[src/sv/ibsd_pkg.sv]
`default_nettype none
package ibsd_pkg;

  localparam int unsigned MAX_PAYLOAD_BYTES_DEF = 65536;
  localparam int unsigned QUEUE_DEPTH = 4;

  localparam logic [16:0] IN_BYTES_RST = 17'd4096;
  localparam logic [31:0] OUT_BYTES_RST = 32'd24576;

  localparam int unsigned HDR_BYTES = 16;
  localparam logic [7:0] MARK_STOP = 8'h00;
  localparam logic [7:0] MARK_IMAGE = 8'h01;
  localparam logic [7:0] ERR_BAD_HEADER = 8'h00;
  localparam logic [7:0] ERR_BAD_MARKER = 8'h01;

  localparam logic [1:0] OP_BYTE = 2'd0;
  localparam logic [1:0] OP_ACCEL_DONE = 2'd1;
  localparam logic [1:0] OP_XFER_DONE = 2'd2;

  localparam logic CFG_IN_BYTES = 1'b0;
  localparam logic CFG_OUT_BYTES = 1'b1;

  typedef enum logic [2:0] {
    KIND_STORE = 3'd0,
    KIND_RESP = 3'd1,
    KIND_START_ACCEL = 3'd2,
    KIND_START_XFER = 3'd3,
    KIND_ERROR = 3'd4
  } kind_e;

  typedef enum logic [6:0] {
    PH_PREFIX = 7'b0000001,
    PH_HEADER = 7'b0000010,
    PH_MARKER = 7'b0000100,
    PH_PAYLOAD = 7'b0001000,
    PH_ACCEL = 7'b0010000,
    PH_XFER = 7'b0100000,
    PH_ERROR = 7'b1000000
  } phase_e;

  // Burst commands handed from the classifier to the sequencer
  typedef enum logic [2:0] {
    CMD_STORE = 3'd0,
    CMD_STORE_LAST = 3'd1,
    CMD_HDR_ACK = 3'd2,
    CMD_ACK = 3'd3,
    CMD_ERR = 3'd4,
    CMD_XFER = 3'd5
  } cmd_e;

  typedef struct packed {
    cmd_e op;
    logic [15:0] addr;
    logic [7:0] data;
  } cmd_t;

  function automatic logic [7:0] magic_byte(input logic [1:0] idx);
    logic [7:0] b;
    unique case (idx)
      2'd0: b = 8'h49;
      2'd1: b = 8'h4D;
      2'd2: b = 8'h47;
      default: b = 8'h33;
    endcase
    return b;
  endfunction

  function automatic logic [7:0] ack_byte(input logic [1:0] idx);
    logic [7:0] b;
    unique case (idx)
      2'd0: b = 8'h41;
      2'd1: b = 8'h43;
      default: b = 8'h4B;
    endcase
    return b;
  endfunction

  // Index of the final result within a command's burst
  function automatic logic [2:0] cmd_last_idx(input cmd_e op);
    logic [2:0] n;
    unique case (op)
      CMD_STORE_LAST: n = 3'd1;
      CMD_HDR_ACK: n = 3'd6;
      CMD_ACK: n = 3'd2;
      default: n = 3'd0;
    endcase
    return n;
  endfunction

endpackage
`default_nettype wire

[src/sv/ibsd_front.sv]
`default_nettype none
module ibsd_front #(
  parameter int unsigned MAX_PAYLOAD_BYTES = ibsd_pkg::MAX_PAYLOAD_BYTES_DEF
) (
  input  wire logic          clk_i,
  input  wire logic          rst_ni,
  input  wire logic          accept_i,
  input  wire logic [1:0]    opcode_i,
  input  wire logic [7:0]    rx_byte_i,
  input  wire logic [16:0]   in_bytes_i,
  output ibsd_pkg::cmd_t     push_cmd_o,
  output logic               push_o
);

  localparam int unsigned CW = $clog2(MAX_PAYLOAD_BYTES + 1);
  localparam int unsigned LW = (CW > 17) ? CW : 17;

  ibsd_pkg::phase_e phase_q, phase_d;
  logic [1:0]  prefix_count_q, prefix_count_d;
  logic [3:0]  header_count_q, header_count_d;
  logic        magic_ok_q, magic_ok_d;
  logic [31:0] length_word_q, length_word_d;
  logic [CW-1:0] payload_count_q, payload_count_d;

  logic [CW-1:0] count_next;
  logic [LW-1:0] cfg_ext, max_ext, limit_raw, limit;
  logic          hdr_ok;

  always_comb begin
    cfg_ext = LW'(in_bytes_i);
    max_ext = LW'(MAX_PAYLOAD_BYTES);
    limit_raw = (cfg_ext > max_ext) ? max_ext : cfg_ext;
    limit = (limit_raw == '0) ? LW'(1) : limit_raw;
  end

  assign count_next = payload_count_q + CW'(1);
  assign hdr_ok = magic_ok_q && (length_word_q == 32'(in_bytes_i)) &&
                  (length_word_q != 32'd0) &&
                  (length_word_q <= 32'(MAX_PAYLOAD_BYTES));

  always_comb begin
    phase_d = phase_q;
    prefix_count_d = prefix_count_q;
    header_count_d = header_count_q;
    magic_ok_d = magic_ok_q;
    length_word_d = length_word_q;
    payload_count_d = payload_count_q;
    push_o = 1'b0;
    push_cmd_o.op = ibsd_pkg::CMD_STORE;
    push_cmd_o.addr = '0;
    push_cmd_o.data = '0;
    if (accept_i) begin
      case (opcode_i)
        ibsd_pkg::OP_BYTE: begin
          unique case (phase_q)
            ibsd_pkg::PH_PREFIX: begin
              prefix_count_d = prefix_count_q + 2'd1;
              if (prefix_count_q == 2'd3) begin
                phase_d = ibsd_pkg::PH_HEADER;
              end
            end
            ibsd_pkg::PH_HEADER: begin
              if (header_count_q[3:2] == 2'b00 &&
                  rx_byte_i != ibsd_pkg::magic_byte(header_count_q[1:0])) begin
                magic_ok_d = 1'b0;
              end
              if (header_count_q[3:2] == 2'b01) begin
                length_word_d = {length_word_q[23:0], rx_byte_i};
              end
              header_count_d = header_count_q + 4'd1;
              if (header_count_q == 4'(ibsd_pkg::HDR_BYTES - 1)) begin
                push_o = 1'b1;
                if (hdr_ok) begin
                  push_cmd_o.op = ibsd_pkg::CMD_HDR_ACK;
                  phase_d = ibsd_pkg::PH_MARKER;
                end else begin
                  push_cmd_o.op = ibsd_pkg::CMD_ERR;
                  push_cmd_o.data = ibsd_pkg::ERR_BAD_HEADER;
                  phase_d = ibsd_pkg::PH_ERROR;
                end
              end
            end
            ibsd_pkg::PH_MARKER: begin
              push_o = 1'b1;
              if (rx_byte_i == ibsd_pkg::MARK_STOP) begin
                // acknowledge and restart the session
                push_cmd_o.op = ibsd_pkg::CMD_ACK;
                phase_d = ibsd_pkg::PH_PREFIX;
                prefix_count_d = '0;
                header_count_d = '0;
                magic_ok_d = 1'b1;
                length_word_d = '0;
                payload_count_d = '0;
              end else if (rx_byte_i == ibsd_pkg::MARK_IMAGE) begin
                push_o = 1'b0;
                payload_count_d = '0;
                phase_d = ibsd_pkg::PH_PAYLOAD;
              end else begin
                push_cmd_o.op = ibsd_pkg::CMD_ERR;
                push_cmd_o.data = ibsd_pkg::ERR_BAD_MARKER;
                phase_d = ibsd_pkg::PH_ERROR;
              end
            end
            ibsd_pkg::PH_PAYLOAD: begin
              push_o = 1'b1;
              push_cmd_o.addr = 16'(payload_count_q);
              push_cmd_o.data = rx_byte_i;
              if (LW'(count_next) >= limit) begin
                push_cmd_o.op = ibsd_pkg::CMD_STORE_LAST;
                payload_count_d = '0;
                phase_d = ibsd_pkg::PH_ACCEL;
              end else begin
                payload_count_d = count_next;
              end
            end
            default: begin
              // drop bytes while busy or locked in error
            end
          endcase
        end
        ibsd_pkg::OP_ACCEL_DONE: begin
          if (phase_q == ibsd_pkg::PH_ACCEL) begin
            push_o = 1'b1;
            push_cmd_o.op = ibsd_pkg::CMD_XFER;
            phase_d = ibsd_pkg::PH_XFER;
          end
        end
        ibsd_pkg::OP_XFER_DONE: begin
          if (phase_q == ibsd_pkg::PH_XFER) begin
            push_o = 1'b1;
            push_cmd_o.op = ibsd_pkg::CMD_ACK;
            phase_d = ibsd_pkg::PH_MARKER;
          end
        end
        default: begin
        end
      endcase
    end
  end

  always_ff @(posedge clk_i or negedge rst_ni) begin
    if (!rst_ni) begin
      phase_q <= ibsd_pkg::PH_PREFIX;
      prefix_count_q <= '0;
      header_count_q <= '0;
      magic_ok_q <= 1'b1;
      length_word_q <= '0;
      payload_count_q <= '0;
    end else begin
      phase_q <= phase_d;
      prefix_count_q <= prefix_count_d;
      header_count_q <= header_count_d;
      magic_ok_q <= magic_ok_d;
      length_word_q <= length_word_d;
      payload_count_q <= payload_count_d;
    end
  end

endmodule
`default_nettype wire

[src/sv/ibsd_queue.sv]
`default_nettype none
module ibsd_queue (
  input  wire logic           clk_i,
  input  wire logic           rst_ni,
  input  wire logic           push_i,
  input  wire ibsd_pkg::cmd_t push_cmd_i,
  input  wire logic           pop_i,
  output ibsd_pkg::cmd_t      head_o,
  output logic                head_valid_o,
  output logic                full_o
);

  localparam int unsigned PW = $clog2(ibsd_pkg::QUEUE_DEPTH);
  localparam int unsigned NW = $clog2(ibsd_pkg::QUEUE_DEPTH + 1);

  ibsd_pkg::cmd_t entry_q [ibsd_pkg::QUEUE_DEPTH];
  logic [PW-1:0] wr_ptr_q, rd_ptr_q;
  logic [NW-1:0] count_q, count_d;

  assign head_o = entry_q[rd_ptr_q];
  assign head_valid_o = (count_q != '0);
  assign full_o = (count_q == NW'(ibsd_pkg::QUEUE_DEPTH));

  always_comb begin
    count_d = count_q;
    if (push_i && !pop_i) begin
      count_d = count_q + NW'(1);
    end else if (pop_i && !push_i) begin
      count_d = count_q - NW'(1);
    end
  end

  always_ff @(posedge clk_i) begin
    if (push_i) begin
      entry_q[wr_ptr_q] <= push_cmd_i;
    end
  end

  always_ff @(posedge clk_i or negedge rst_ni) begin
    if (!rst_ni) begin
      wr_ptr_q <= '0;
      rd_ptr_q <= '0;
      count_q <= '0;
    end else begin
      if (push_i) begin
        wr_ptr_q <= wr_ptr_q + PW'(1);
      end
      if (pop_i) begin
        rd_ptr_q <= rd_ptr_q + PW'(1);
      end
      count_q <= count_d;
    end
  end

endmodule
`default_nettype wire

[src/sv/ibsd_back.sv]
`default_nettype none
module ibsd_back (
  input  wire logic           clk_i,
  input  wire logic           rst_ni,
  input  wire ibsd_pkg::cmd_t head_i,
  input  wire logic           head_valid_i,
  output logic                pop_o,
  input  wire logic [31:0]    out_bytes_i,
  output logic                out_valid_o,
  input  wire logic           out_stall_i,
  output logic [2:0]          kind_o,
  output logic [15:0]         byte_address_o,
  output logic [7:0]          data_byte_o,
  output logic                last_o
);

  logic [2:0] idx_q, idx_d;
  logic       out_valid_q, out_valid_d;
  ibsd_pkg::kind_e kind_q, kind_d;
  logic [15:0] addr_q, addr_d;
  logic [7:0]  data_q, data_d;
  logic        last_q, last_d;
  logic        load, at_end;

  assign load = head_valid_i && (!out_valid_q || !out_stall_i);
  assign at_end = (idx_q == ibsd_pkg::cmd_last_idx(head_i.op));
  assign pop_o = load && at_end;

  always_comb begin
    kind_d = ibsd_pkg::KIND_RESP;
    addr_d = '0;
    data_d = '0;
    last_d = at_end;
    unique case (head_i.op)
      ibsd_pkg::CMD_STORE: begin
        kind_d = ibsd_pkg::KIND_STORE;
        addr_d = head_i.addr;
        data_d = head_i.data;
      end
      ibsd_pkg::CMD_STORE_LAST: begin
        if (idx_q == 3'd0) begin
          kind_d = ibsd_pkg::KIND_STORE;
          addr_d = head_i.addr;
          data_d = head_i.data;
        end else begin
          kind_d = ibsd_pkg::KIND_START_ACCEL;
        end
      end
      ibsd_pkg::CMD_HDR_ACK: begin
        case (idx_q)
          3'd0, 3'd1, 3'd2: data_d = ibsd_pkg::ack_byte(idx_q[1:0]);
          3'd3: data_d = out_bytes_i[31:24];
          3'd4: data_d = out_bytes_i[23:16];
          3'd5: data_d = out_bytes_i[15:8];
          default: data_d = out_bytes_i[7:0];
        endcase
      end
      ibsd_pkg::CMD_ACK: data_d = ibsd_pkg::ack_byte(idx_q[1:0]);
      ibsd_pkg::CMD_ERR: begin
        kind_d = ibsd_pkg::KIND_ERROR;
        data_d = head_i.data;
      end
      default: kind_d = ibsd_pkg::KIND_START_XFER;
    endcase
  end

  always_comb begin
    idx_d = idx_q;
    if (load) begin
      idx_d = at_end ? 3'd0 : idx_q + 3'd1;
    end
    if (load) begin
      out_valid_d = 1'b1;
    end else if (!out_stall_i) begin
      out_valid_d = 1'b0;
    end else begin
      out_valid_d = out_valid_q;
    end
  end

  always_ff @(posedge clk_i) begin
    if (load) begin
      kind_q <= kind_d;
      addr_q <= addr_d;
      data_q <= data_d;
      last_q <= last_d;
    end
  end

  always_ff @(posedge clk_i or negedge rst_ni) begin
    if (!rst_ni) begin
      idx_q <= '0;
      out_valid_q <= 1'b0;
    end else begin
      idx_q <= idx_d;
      out_valid_q <= out_valid_d;
    end
  end

  assign out_valid_o = out_valid_q;
  assign kind_o = kind_q;
  assign byte_address_o = addr_q;
  assign data_byte_o = data_q;
  assign last_o = last_q;

endmodule
`default_nettype wire

[src/sv/image_batch_session_deframer.sv]
// Image-batch session deframer.
// Input channel: in_valid_i / in_stall_o carry one transaction per cycle, an
// opcode (received byte, accelerator done, transfer done) and the byte.
// Output channel: out_valid_o / out_stall_i carry result transactions (kind,
// store address, data byte, last), one per cycle.
// Each input transaction is classified in the cycle it is taken and leaves at
// most one burst command in a four-entry queue; a sequencer expands the
// command into 1, 2, 3 or 7 results. The command waits in a queue entry and
// each result is held in the sequencer's output register. Payload bytes run
// at one transaction per cycle unless stalled; the last payload byte and
// acknowledgements become 2, 3 or 7 results, issued one per unstalled cycle.
// in_stall_o rises only when the queue is full, so a stalled receiver backs
// up through the queue into the input; nothing is lost or repeated.
// Reset clears the session to wait for the length prefix and loads the
// registers with their defaults (4096 input bytes, 24576 output bytes).
// Write cfg_index_i 0 / 1 only while no transaction is in flight.
`default_nettype none
module image_batch_session_deframer #(
  parameter int unsigned MAX_PAYLOAD_BYTES = ibsd_pkg::MAX_PAYLOAD_BYTES_DEF
) (
  input  wire logic        clk_i,
  input  wire logic        rst_ni,
  input  wire logic        in_valid_i,
  output logic             in_stall_o,
  input  wire logic [1:0]  opcode_i,
  input  wire logic [7:0]  rx_byte_i,
  output logic             out_valid_o,
  input  wire logic        out_stall_i,
  output logic [2:0]       kind_o,
  output logic [15:0]      byte_address_o,
  output logic [7:0]       data_byte_o,
  output logic             last_o,
  input  wire logic        cfg_we_i,
  input  wire logic        cfg_index_i,
  input  wire logic [31:0] cfg_data_i
);

  logic [16:0] in_bytes_q;
  logic [31:0] out_bytes_q;
  logic        accept, push, pop, head_valid, full;
  ibsd_pkg::cmd_t push_cmd, head;

  assign in_stall_o = full;
  assign accept = in_valid_i && !full;

  always_ff @(posedge clk_i or negedge rst_ni) begin
    if (!rst_ni) begin
      in_bytes_q <= ibsd_pkg::IN_BYTES_RST;
      out_bytes_q <= ibsd_pkg::OUT_BYTES_RST;
    end else if (cfg_we_i) begin
      if (cfg_index_i == ibsd_pkg::CFG_IN_BYTES) begin
        in_bytes_q <= cfg_data_i[16:0];
      end else begin
        out_bytes_q <= cfg_data_i;
      end
    end
  end

  ibsd_front #(
    .MAX_PAYLOAD_BYTES(MAX_PAYLOAD_BYTES)
  ) u_front (
    .clk_i      (clk_i),
    .rst_ni     (rst_ni),
    .accept_i   (accept),
    .opcode_i   (opcode_i),
    .rx_byte_i  (rx_byte_i),
    .in_bytes_i (in_bytes_q),
    .push_cmd_o (push_cmd),
    .push_o     (push)
  );

  ibsd_queue u_queue (
    .clk_i        (clk_i),
    .rst_ni       (rst_ni),
    .push_i       (push),
    .push_cmd_i   (push_cmd),
    .pop_i        (pop),
    .head_o       (head),
    .head_valid_o (head_valid),
    .full_o       (full)
  );

  ibsd_back u_back (
    .clk_i          (clk_i),
    .rst_ni         (rst_ni),
    .head_i         (head),
    .head_valid_i   (head_valid),
    .pop_o          (pop),
    .out_bytes_i    (out_bytes_q),
    .out_valid_o    (out_valid_o),
    .out_stall_i    (out_stall_i),
    .kind_o         (kind_o),
    .byte_address_o (byte_address_o),
    .data_byte_o    (data_byte_o),
    .last_o         (last_o)
  );

endmodule
`default_nettype wire

[config.mk]
export PLATFORM = sky130hd
export DESIGN_NAME = image_batch_session_deframer
export DESIGN_NICKNAME = d
export VERILOG_FILES = /design/src/sv/ibsd_pkg.sv /design/src/sv/ibsd_front.sv /design/src/sv/ibsd_queue.sv /design/src/sv/ibsd_back.sv /design/src/sv/image_batch_session_deframer.sv
export SDC_FILE = /design/constraint.sdc
export NUM_CORES = 1
export LEC_CHECK = 0
export BUFFER_PORTS_ARGS = -buffer_cell sky130_fd_sc_hd__buf_4
export CELL_PAD_IN_SITES_DETAIL_PLACEMENT = 1
export CELL_PAD_IN_SITES_GLOBAL_PLACEMENT = 2
export CORE_UTILIZATION = 30
export CTS_CLUSTER_DIAMETER = 100
export DETAILED_ROUTE_END_ITERATION = 8
export GPL_TIMING_DRIVEN = 1
export PLACE_DENSITY_LB_ADDON = 0.1
export SYNTH_ARGS = -nofsm -noshare
export SYNTH_HDL_FRONTEND = slang
export SYNTH_HIERARCHICAL = 1
export SYNTH_SLANG_ARGS = --single-unit
[constraint.sdc]
create_clock -name clk_i -period 3.1 [get_ports clk_i]
set_input_delay 0 -clock clk_i [delete_from_list [all_inputs] [get_ports clk_i]]
set_output_delay 0 -clock clk_i [all_outputs]
set_load 0.01 [all_outputs]
### Yosys cells after proc, flatten, opt, wreduce, memory -nomap -nowiden

Memory sizes are Yosys's and may differ from the RTL's.
Cells that the tools add are included.

| operators by class | value |
|---|---|
| add/sub/neg operators | 8 |
| magnitude comparators | 3 |
| equality and inequality tests | 39 |
| multiplexer cells | 69 |
| bitwise operators | 1 |
| reductions and logical operators | 41 |

Operators with widths:

| cell | number |
|---|---|
| 17-bit two-way mux | 5 |
| 32-bit two-way mux | 2 |
| 32-bit one-hot mux with 2 select lines | 1 |
| 8-bit one-hot mux with 4 select lines | 2 |
| 7-bit two-way mux | 8 |
| 7-bit one-hot mux with 3 select lines | 2 |
| 8-bit two-way mux | 5 |
| 17-bit one-hot mux with 2 select lines | 1 |
| 32-bit by 17-bit equality test with 1-bit output | 1 |
| 32-bit by 17-bit <= comparator with 1-bit output, second input constant | 1 |
| 16-bit two-way mux | 2 |
| 16-bit one-hot mux with 2 select lines | 1 |
| 32-bit nonzero test | 1 |
| 7-bit one-hot mux with 4 select lines | 1 |
| 27-bit two-way mux | 1 |
| 3-bit one-hot mux with 3 select lines | 3 |
| 24-bit two-way mux | 1 |
| 3-bit two-way mux | 8 |
| 17-bit by 1-bit adder with 17-bit output, second input constant | 1 |
| 17-bit >= comparator | 1 |
| 17-bit greater-than comparator, second input constant | 1 |
| 17-bit zero test | 1 |
| 4-bit one-hot mux with 2 select lines | 2 |
| 8-bit one-hot mux with 2 select lines | 1 |
| other kinds (45) | 108 |

| storage, ports and cells | value |
|---|---|
| bits in registers | 151 |
| bits in writable memories | 108 |
| input bits | 48 |
| output and inout port bits | 30 |
| word-level logic and storage cells | 179 |
| memories kept | 1 |

Memory list:

| name | depth | bits a word | rd ports | clocked after Yosys merged registers in | write ports | RTL line | RTL |
|---|---|---|---|---|---|---|---|
| u_queue.entry_q | 4 | 27 | 1 | 0 | 1 | ibsd_queue.sv:16 | `ibsd_pkg::cmd_t entry_q [ibsd_pkg::QUEUE_DEPTH];` |

### Depth between registers and ports, before layout

Gate-level depths: netlist (run 1).

| depth | value |
|---|---|
| depth after elaboration | 10 |
| mapped depth | 14 |
| mapped depth without buffers | 13 |

### Cells and area by module

Netlist (run 1), hierarchy kept.

Modules (own cells, without submodules):

| module | times used | cells each | area an instance (um2) | sequential area each (um2) |
|---|---|---|---|---|
| ibsd_front | 1 | 528 | 4384.2 | 1579.0 |
| ibsd_queue | 1 | 175 | 4300.4 | 3418.3 |
| image_batch_session_deframer | 1 | 106 | 1873.0 | 1229.9 |
| ibsd_back | 1 | 144 | 1730.4 | 940.9 |

### Worst setup path after synthesis (run 1)

Ideal clock, no wire load.

| timing path | value |
|---|---|
| path kind | register to register |
| start | register u_front.phase_q[0] |
| end | register u_queue.count_q[2] |
| library setup time | 79 ps |
| arrival | 3065 ps |
| required time | 3021 ps |
| path slack | -44 ps |
| stages on the path, launching flop included | 14 |
| buffers on the path | 1 |
| period minus slack after synthesis | 3144 ps |
| cell sequence | dfstp_2 buf_2 nor4b_1 nand2_1 or2_2 o211ai_1 a21oi_1 nor2_1 ha_1 inv_1 fa_1 xor2_1 nor2_1 xor2_1 |

| between the ends | value |
|---|---|
| word-level cells in the longest chain between the ends | 7 |
| elaborated cells between the ends (all ways) | 15 |
| those cells by class | eq/ne: 5; mux: 6; reduce/logical: 4 |

RTL lines:

| item | RTL line | RTL |
|---|---|---|
| start, declared | ibsd_front.sv:18 | `ibsd_pkg::phase_e phase_q, phase_d;` |
| start signal, assigned | ibsd_front.sv:143 | `phase_q <= ibsd_pkg::PH_PREFIX;` |
| start signal, assigned | ibsd_front.sv:150 | `phase_q <= phase_d;` |
| 7-bit by 4-bit equality test with 1-bit output, or another cell as far along | ibsd_front.sv:55 | `unique case (phase_q)` |
| 1-bit one-hot mux with 3 select lines, or another cell as far along | ibsd_front.sv:55 |  |
| 1-bit one-hot mux with 3 select lines * | ibsd_front.sv:53 | `case (opcode_i)` |
| 1-bit two-way mux * | ibsd_front.sv:52 | `if (accept_i) begin` |
| net push | image_batch_session_deframer.sv:40 | `logic accept, push, pop, head_valid, full;` |
| 1-bit zero test | ibsd_queue.sv:28 | `end else if (pop_i && !push_i) begin` |
| 1-bit logical AND | ibsd_queue.sv:28 |  |
| 2-bit nonzero test (no source line) | - |  |
| end signal, assigned | ibsd_queue.sv:51 | `count_q <= count_d;` |
| end, declared | ibsd_queue.sv:18 | `logic [NW-1:0] count_q, count_d;` |

The timed path passes the listed nets; every way through them passes the cells marked *.
A chain may end at the register's enable or synchronous reset.

### Worst setup path after layout (run 1)

| timing path | value |
|---|---|
| start | register u_front.payload_count_q[0] |
| end | register u_front.phase_q[2] |

| between the ends | value |
|---|---|
| word-level cells in the longest chain between the ends | 4 |

RTL lines:

| item | RTL line | RTL |
|---|---|---|
| start, declared | ibsd_front.sv:23 | `logic [CW-1:0] payload_count_q, payload_count_d;` |
| start signal, assigned | ibsd_front.sv:155 | `payload_count_q <= payload_count_d;` |
| 17-bit by 1-bit adder with 17-bit output | ibsd_front.sv:36 | `assign count_next = payload_count_q + CW'(1);` |
| 17-bit >= comparator | ibsd_front.sv:108 | `if (LW'(count_next) >= limit) begin` |
| 3-bit by 2-bit != test with 1-bit output (no source line) | - |  |
| 8-bit AND reduction (no source line) | - |  |

No other way between the ends.

==> results.yml, run 1 <==
outcome:
  status: "finished, final reports clean"
grt:
  grt_pass1_wl_um: 53400
  grt_pass1_vias: 8990
  grt_max_degree: 71
  grt_usage: 0.168
  antenna_found_initial: 0
  grt_overflow_total: 0
logic_synthesis:
  yosys_register_bits: 259
  postSynthAreaPerCell_um2: 12.9
  async_reset_ff_frac: 0.475
  ys_seq_area_frac: 0.583
  synth_top_cell_area_share: 0.332
  synth_top_area_cell: "edfxtp_1"
  netlist_top_cells_area: "edfxtp_1, dfrtp_1, mux4_2"
  syn_inst: 953
  synth_area_mm2: 0.0123
  syn_nets: 1040
  yosysUniqueCellTypes: 80
  synth-edff-count: 136
  yosys_warnings: 6
  synth_flop_cell: "edfxtp_1"
min_path:
  hold_path.class: "in2async"
worst_setup_path:
  critPathRequiredTime_ns: 3.56
  crit_path_max_fanout: 7
  setup.worst_path.class: "reg2reg"
  end_kind: "register"
  arrival_ns: 3.49
  worstSetupStartpointType: "register"
sta:
  worst_slew_pin_slew_ns: 1.05
  finalCritPeriodShare: 0.975
  rsz0062_at_grt: "yes"
  finalCriticalPeriod_ns: 3.02
  max_freq_mhz: 331
  fin_ws_ns: 0.0765
  holdWs_ns: 0.0267
  slew_headroom: 0.300
  drv_slew: 0
  hold_violations: 0
  clock_skew_ns: 0.0153
  setup_violations: 0
layout:
  fin_cells: 1712
  layout.nets: 1250
  multi_input_area_mm2: 0.00497
  final_cell_mix: "buf_4, edfxtp_1, nand2_1"
  final.fill_count: 4280
  register_area_mm2: 0.00717
  diodes: 0
  syn_to_final_growth_pct: 28.3
  fin_area_mm2: 0.0158
  drive_gt1_frac: 0.300
  final_common_cell: "buf_4"
route:
  drt_iter0_markers: 350
  drt-pass1-iter-count: 4
  ant_nets: 0
  drc: 0
  wirelength_um: 34200
  vias_per_cell: 4.85
  vias: 8297
  wl_per_cell_um: 20.0
floorplan:
  die_x_um: 204
  chipHeight_um: 204
  start_util: 0.306
  core_mm2: 0.0401
  dieArea_mm2: 0.0418
  pin_count: 78
  rows: 73
clock_tree:
  clock_latency_ns: 0.59
  numCtsBuffers: 31
  htreeDepth: 1
  cts_tree: "built"
  cts-root-buf: "clkbuf_16"
  cts.sinks: 259
  cts_buffer_depth: 3
  clkTransAtPathRegs_ns: 0.06
placed_design:
  dp_hpwl_um: 24400
  pre_cts_slack_ns: -0.0406
  dpl.cell_count: 1596
  place.gp.congestion: 0.758
  placed_area_mm2: 0.0140
  portBuffers: 77
power:
  p_leak_nw: 6.56
  cellPowerDensity_mw_per_mm2: 719
  peakVddDrop_mv: 0.441
flow_run:
  cap_violations: 0
-- repair_timing --
action                                 4_1_cts  5_1_grt
pin swaps                                    4       14
endpoints found under the hold margin      164        0
buffers inserted                             3       10
resized for setup                            1       42
hold buffers                                46        0
setup endpoints to repair                    6       29
-- cells by family (layout without fill, tap and decap cells) --
| group | after synthesis | in the layout | synth area share |
|---|---|---|---|
| AND/OR/NAND/NOR | 309 | 309 | 0.126 |
| flip-flops | 259 | 259 | 0.583 |
| AO/OA/AOI/OAI | 146 | 146 | 0.0820 |
| multiplexers | 88 | 88 | 0.108 |
| buffers and inverters | 69 | 303 | 0.0292 |
| XOR/XNOR | 43 | 43 | 0.0306 |
| adder cells (fa/ha/maj) | 39 | 39 | 0.0403 |
-- state kept, by name (all words and copies together), names as in the netlist, 3 cells and up --
| signal | cells |
|---|---|
| u_back/kind_o | 3 |
| u_front/length_word_q | 32 |
| u_front/header_count_q | 4 |
| u_back/byte_address_o | 16 |
| u_back/data_byte_o | 8 |
| in_bytes_q | 17 |
| out_bytes_q | 32 |
| u_queue/count_q | 3 |
| u_queue/entry_q | 108 |
| u_front/payload_count_q | 17 |
| u_back/idx_q | 3 |
| u_front/phase_q | 7 |
-- synthesized netlist by cell type, drive strengths merged, types with 26 or more instances --
cell	n
edfxtp	136
nand2	132
dfrtp	118
o21ai	64
mux2	58
ha	38
nor2	33
xor2	33
and2	31
mux4	27
and3	26
-- through the flow --
stage,power (mW),setup TNS (ns),util
after global routing,12.0,-0.803,0.393
after global placement,7.72,-0.0936,0.349
after CTS,11.5,0,0.386
after detailed placement,7.74,-0.180,0.349
final,11.3,0,0.393
after floorplan,6.51,0,-
-- worst max-delay path, cell delays in order, from the launching register on --
cell and delay [ns]:
dfrtp_1 0.35, buf_4 0.11, and3_1 0.15, nand3_1 0.12
or2_4 0.31, nor2_1 0.17, xor2_2 0.11, ha_1 0.30
and4_4 0.25, nand2_4 0.06, buf_6 0.11, o211a_4 0.25
a31oi_4 0.15, buf_12 0.15, mux2_4 0.30
-- power by group --
part / leakage [nW] / internal (mW) / total [mW] / switching [mW]
Sequential: 2.96 / 4.11 / 4.43 / 0.317
Combinational: 3.12 / 1.60 / 3.28 / 1.68
Clock: 0.490 / 2.16 / 3.61 / 1.46
Total: 6.56 / 7.87 / 11.3 / 3.46
-- cell type report --
class,count,share of cell area
Timing Repair Buffer,223,0.119
Inverter,23,0.00548
Sequential cell,259,0.455
Multi-Input combinational cell,625,0.315
Clock inverter,14,0.00992
Clock buffer,43,0.0540
Tap cell,525,0.0417
-- metal layers --
metal,routed length (um),vias to the layer above,track usage
li1,-,3937,-
met1,16200,4229,0.230
met2,16500,92,0.280
met3,776,39,0.0201
met4,706,0,0.0410
met5,0,-,0
-- final timing paths --
path | start | end | slack (ns) | cells after the start
max | u_front/payload_count_q[0]$_DFFE_PN0P_ | u_front/phase_q[2]$_DFFE_PN0P_ | 0.08 | 14
min | rst_ni | u_front/header_count_q[1]$_DFFE_PN0P_ | 0.03 | 2
max reg2reg | u_front/payload_count_q[0]$_DFFE_PN0P_ | u_front/phase_q[2]$_DFFE_PN0P_ | 0.08 | 14
min reg2reg | u_front/length_word_q[27]$_DFFE_PN0P_ | u_front/length_word_q[27]$_DFFE_PN0P_ | 0.49 | 2
max in group asynchronous | rst_ni | out_bytes_q[19]$_DFFE_PN0P_ | 2.22 | 3
min in group clk_i | in_valid_i | u_front/header_count_q[0]$_DFFE_PN0P_ | 0.07 | 5
Power figures use the tool's default switching activity.
==> inputs of run 2 (changes only) <==
--- a/config.mk
+++ b/config.mk
@@ -9,10 +9,12 @@
 export CELL_PAD_IN_SITES_DETAIL_PLACEMENT = 1
 export CELL_PAD_IN_SITES_GLOBAL_PLACEMENT = 2
 export CORE_UTILIZATION = 30
+export CTS_BUF_LIST = sky130_fd_sc_hd__clkbuf_2 sky130_fd_sc_hd__clkbuf_4 sky130_fd_sc_hd__clkbuf_8
 export CTS_CLUSTER_DIAMETER = 100
 export DETAILED_ROUTE_END_ITERATION = 8
 export GPL_TIMING_DRIVEN = 1
 export PLACE_DENSITY_LB_ADDON = 0.1
+export REMOVE_ABC_BUFFERS = 1
 export SYNTH_ARGS = -nofsm -noshare
 export SYNTH_HDL_FRONTEND = slang
 export SYNTH_HIERARCHICAL = 1
==> run 2 against run 1 <==
  * Global-route usage increased by 0.44 points
  * Clock skew increased by 0.015 ns
  * Combinational power is 2% higher
  * First-iteration DRC count up 21%
==> results.yml, run 2 (same netlist as run 1, synthesis figures left out) <==
grt:
  grt_max_degree: 65
  grt_overflow_total: 0
  grt_pass1_vias: 9073
  antenna_found_initial: 0
  grt_pass1_wl_um: 54100
  grt_usage: 0.172
clock_tree:
  cts_tree: "built"
  htreeDepth: 2
  cts-root-buf: "clkbuf_8"
  cts.sinks: 259
  numCtsBuffers: 49
  cts_buffer_depth: 3
  clock_latency_ns: 0.63
  clkTransAtPathRegs_ns: 0.06
route:
  drt_iter0_markers: 424
  vias: 8496
  drc: 0
  drt-pass1-iter-count: 5
  wl_per_cell_um: 19.9
  vias_per_cell: 4.84
  ant_nets: 0
  wirelength_um: 34900
floorplan:
  dieArea_mm2: 0.0418
  chipHeight_um: 204
  pin_count: 78
  rows: 73
  die_x_um: 204
  core_mm2: 0.0401
  start_util: 0.306
power:
  clkPwrFrac: 0.312
  power.share.combinational: 0.297
  swShare: 0.314
  switching_power_mw: 3.55
  seqPwrFrac: 0.392
  power_mw: 11.3
  p_leak_nw: 6.68
  peakVddDrop_mv: 0.324
  p_int_mw: 7.76
  cellPowerDensity_mw_per_mm2: 711
worst_setup_path:
  end_kind: "register"
  r2r_cells: 14
  timing.rr.start: "u_front/payload_count_q[0]$_DFFE_PN0P_"
  r2r_slack_ns: 0.04
  crit_path_max_fanout: 7
  r2r_end: "u_front/phase_q[1]$_DFFE_PN0P_"
  startpoint: "u_front/payload_count_q[0]$_DFFE_PN0P_"
  arrival_ns: 3.56
  setup.worst_path.class: "reg2reg"
  critPathRequiredTime_ns: 3.60
  worstSetupStartpointType: "register"
layout:
  final.fill_count: 4248
  register_area_mm2: 0.00717
  layout.nets: 1277
  diodes: 0
  final_cell_mix: "buf_4, edfxtp_1, nand2_1"
  syn_to_final_growth_pct: 29.4
  multi_input_area_mm2: 0.00499
  largest-register: "u_queue/entry_q"
  largest_reg_flops: 108
  top_regs: "u_queue/entry_q x108, out_bytes_q x32, u_front/length_word_q x32"
  final_common_cell: "buf_4"
  final_core_util: 0.397
  drive_gt1_frac: 0.335
min_path:
  hold_path.class: "in2reg"
  hold_end: "out_bytes_q[14]$_DFFE_PN1P_"
  hold_start: "cfg_we_i"
  holdPathStages: 4
outcome:
  status: "finished, final reports clean"
sta:
  setup_violations: 0
  finalCritPeriodShare: 0.987
  drv_slew: 0
  setup_tns_ns: 0
  max_freq_mhz: 327
  rsz0062_at_grt: "yes"
  slew_headroom: 0.245
  finalCriticalPeriod_ns: 3.06
  clock_skew_ns: 0.0302
  hold_violations: 0
  worst_slew_pin_slew_ns: 1.13
flow_run:
  cap_violations: 0
placed_design:
  portBuffers: 77
  place.gp.congestion: 0.762
  dp_hpwl_um: 24100
## run 2: what timing repair did
action / in CTS / in global routing
hold endpoints to repair: 221 / 0
resized for setup: 7 / 44
setup endpoints to repair: 12 / 29
pin swaps: 4 / 27
setup buffers: 5 / 17
hold buffers: 49 / 0
## run 2: power groups by stage
stage	logic [mW]	clock network (mW)	registers (mW)
global route	3.71	3.83	4.49
global placement	3.23	0	4.49
finish	3.36	3.53	4.43
detailed placement	3.25	0	4.50
CTS	3.34	3.68	4.44
floorplan	1.70	0	4.64
## run 2: critical path, stage by stage, from the launching register on
cell	delay [ns]
dfrtp_1	0.39
buf_4	0.13
and3_1	0.15
nand3_1	0.12
or2_4	0.32
nor2_2	0.11
xor2_1	0.29
ha_1	0.19
and4_4	0.24
nand2_4	0.05
buf_6	0.11
o211a_4	0.23
a31oi_4	0.15
buf_12	0.15
mux2_4	0.29
## run 2: through the flow
step / instance area (um^2) / std cells / hold WS [ns] / worst slack, ns
3_5_place_dp: 14000 / 1593 / 0.0837 / -0.0962
2_1_floorplan: 12000 / 907 / -0.296 / -0.747
6_report: 15900 / 1756 / 0.0501 / 0.0391
3_3_place_gp: 14000 / 1593 / 0.0827 / -0.0302
4_1_cts: 15600 / 1739 / 0.000602 / 0.00778
5_1_grt: 15900 / 1756 / 0.0475 / -0.0844
## run 2: final cells by class
type,count,share of cell area
clock buffer,76,0.0583
multi-input combinational,625,0.314
tap,525,0.0413
sequential,259,0.451
inverter,23,0.00543
clock inverter,16,0.00732
timing repair buffer,232,0.123
## run 2: how the worst max path moves through the flow
stage                                        to  cells past startpoint
2_1_floorplan    u_queue/count_q[2]$_DFFE_PN0P_                     12
3_3_place_gp     u_queue/count_q[2]$_DFFE_PN0P_                     14
6_report         u_front/phase_q[1]$_DFFE_PN0P_                     14
3_5_place_dp   u_queue/entry_q[0][24]$_DFFE_PP_                     12
5_1_grt          u_front/phase_q[1]$_DFFE_PN0P_                     14
4_1_cts          u_front/phase_q[1]$_DFFE_PN0P_                     13
## run 2: routing by layer
layer | wire length, um | GRT usage
met1 | 16400 | 0.232
met2 | 16700 | 0.279
met3 | 1160 | 0.0348
met4 | 636 | 0.0490
met5 | 0 | 0
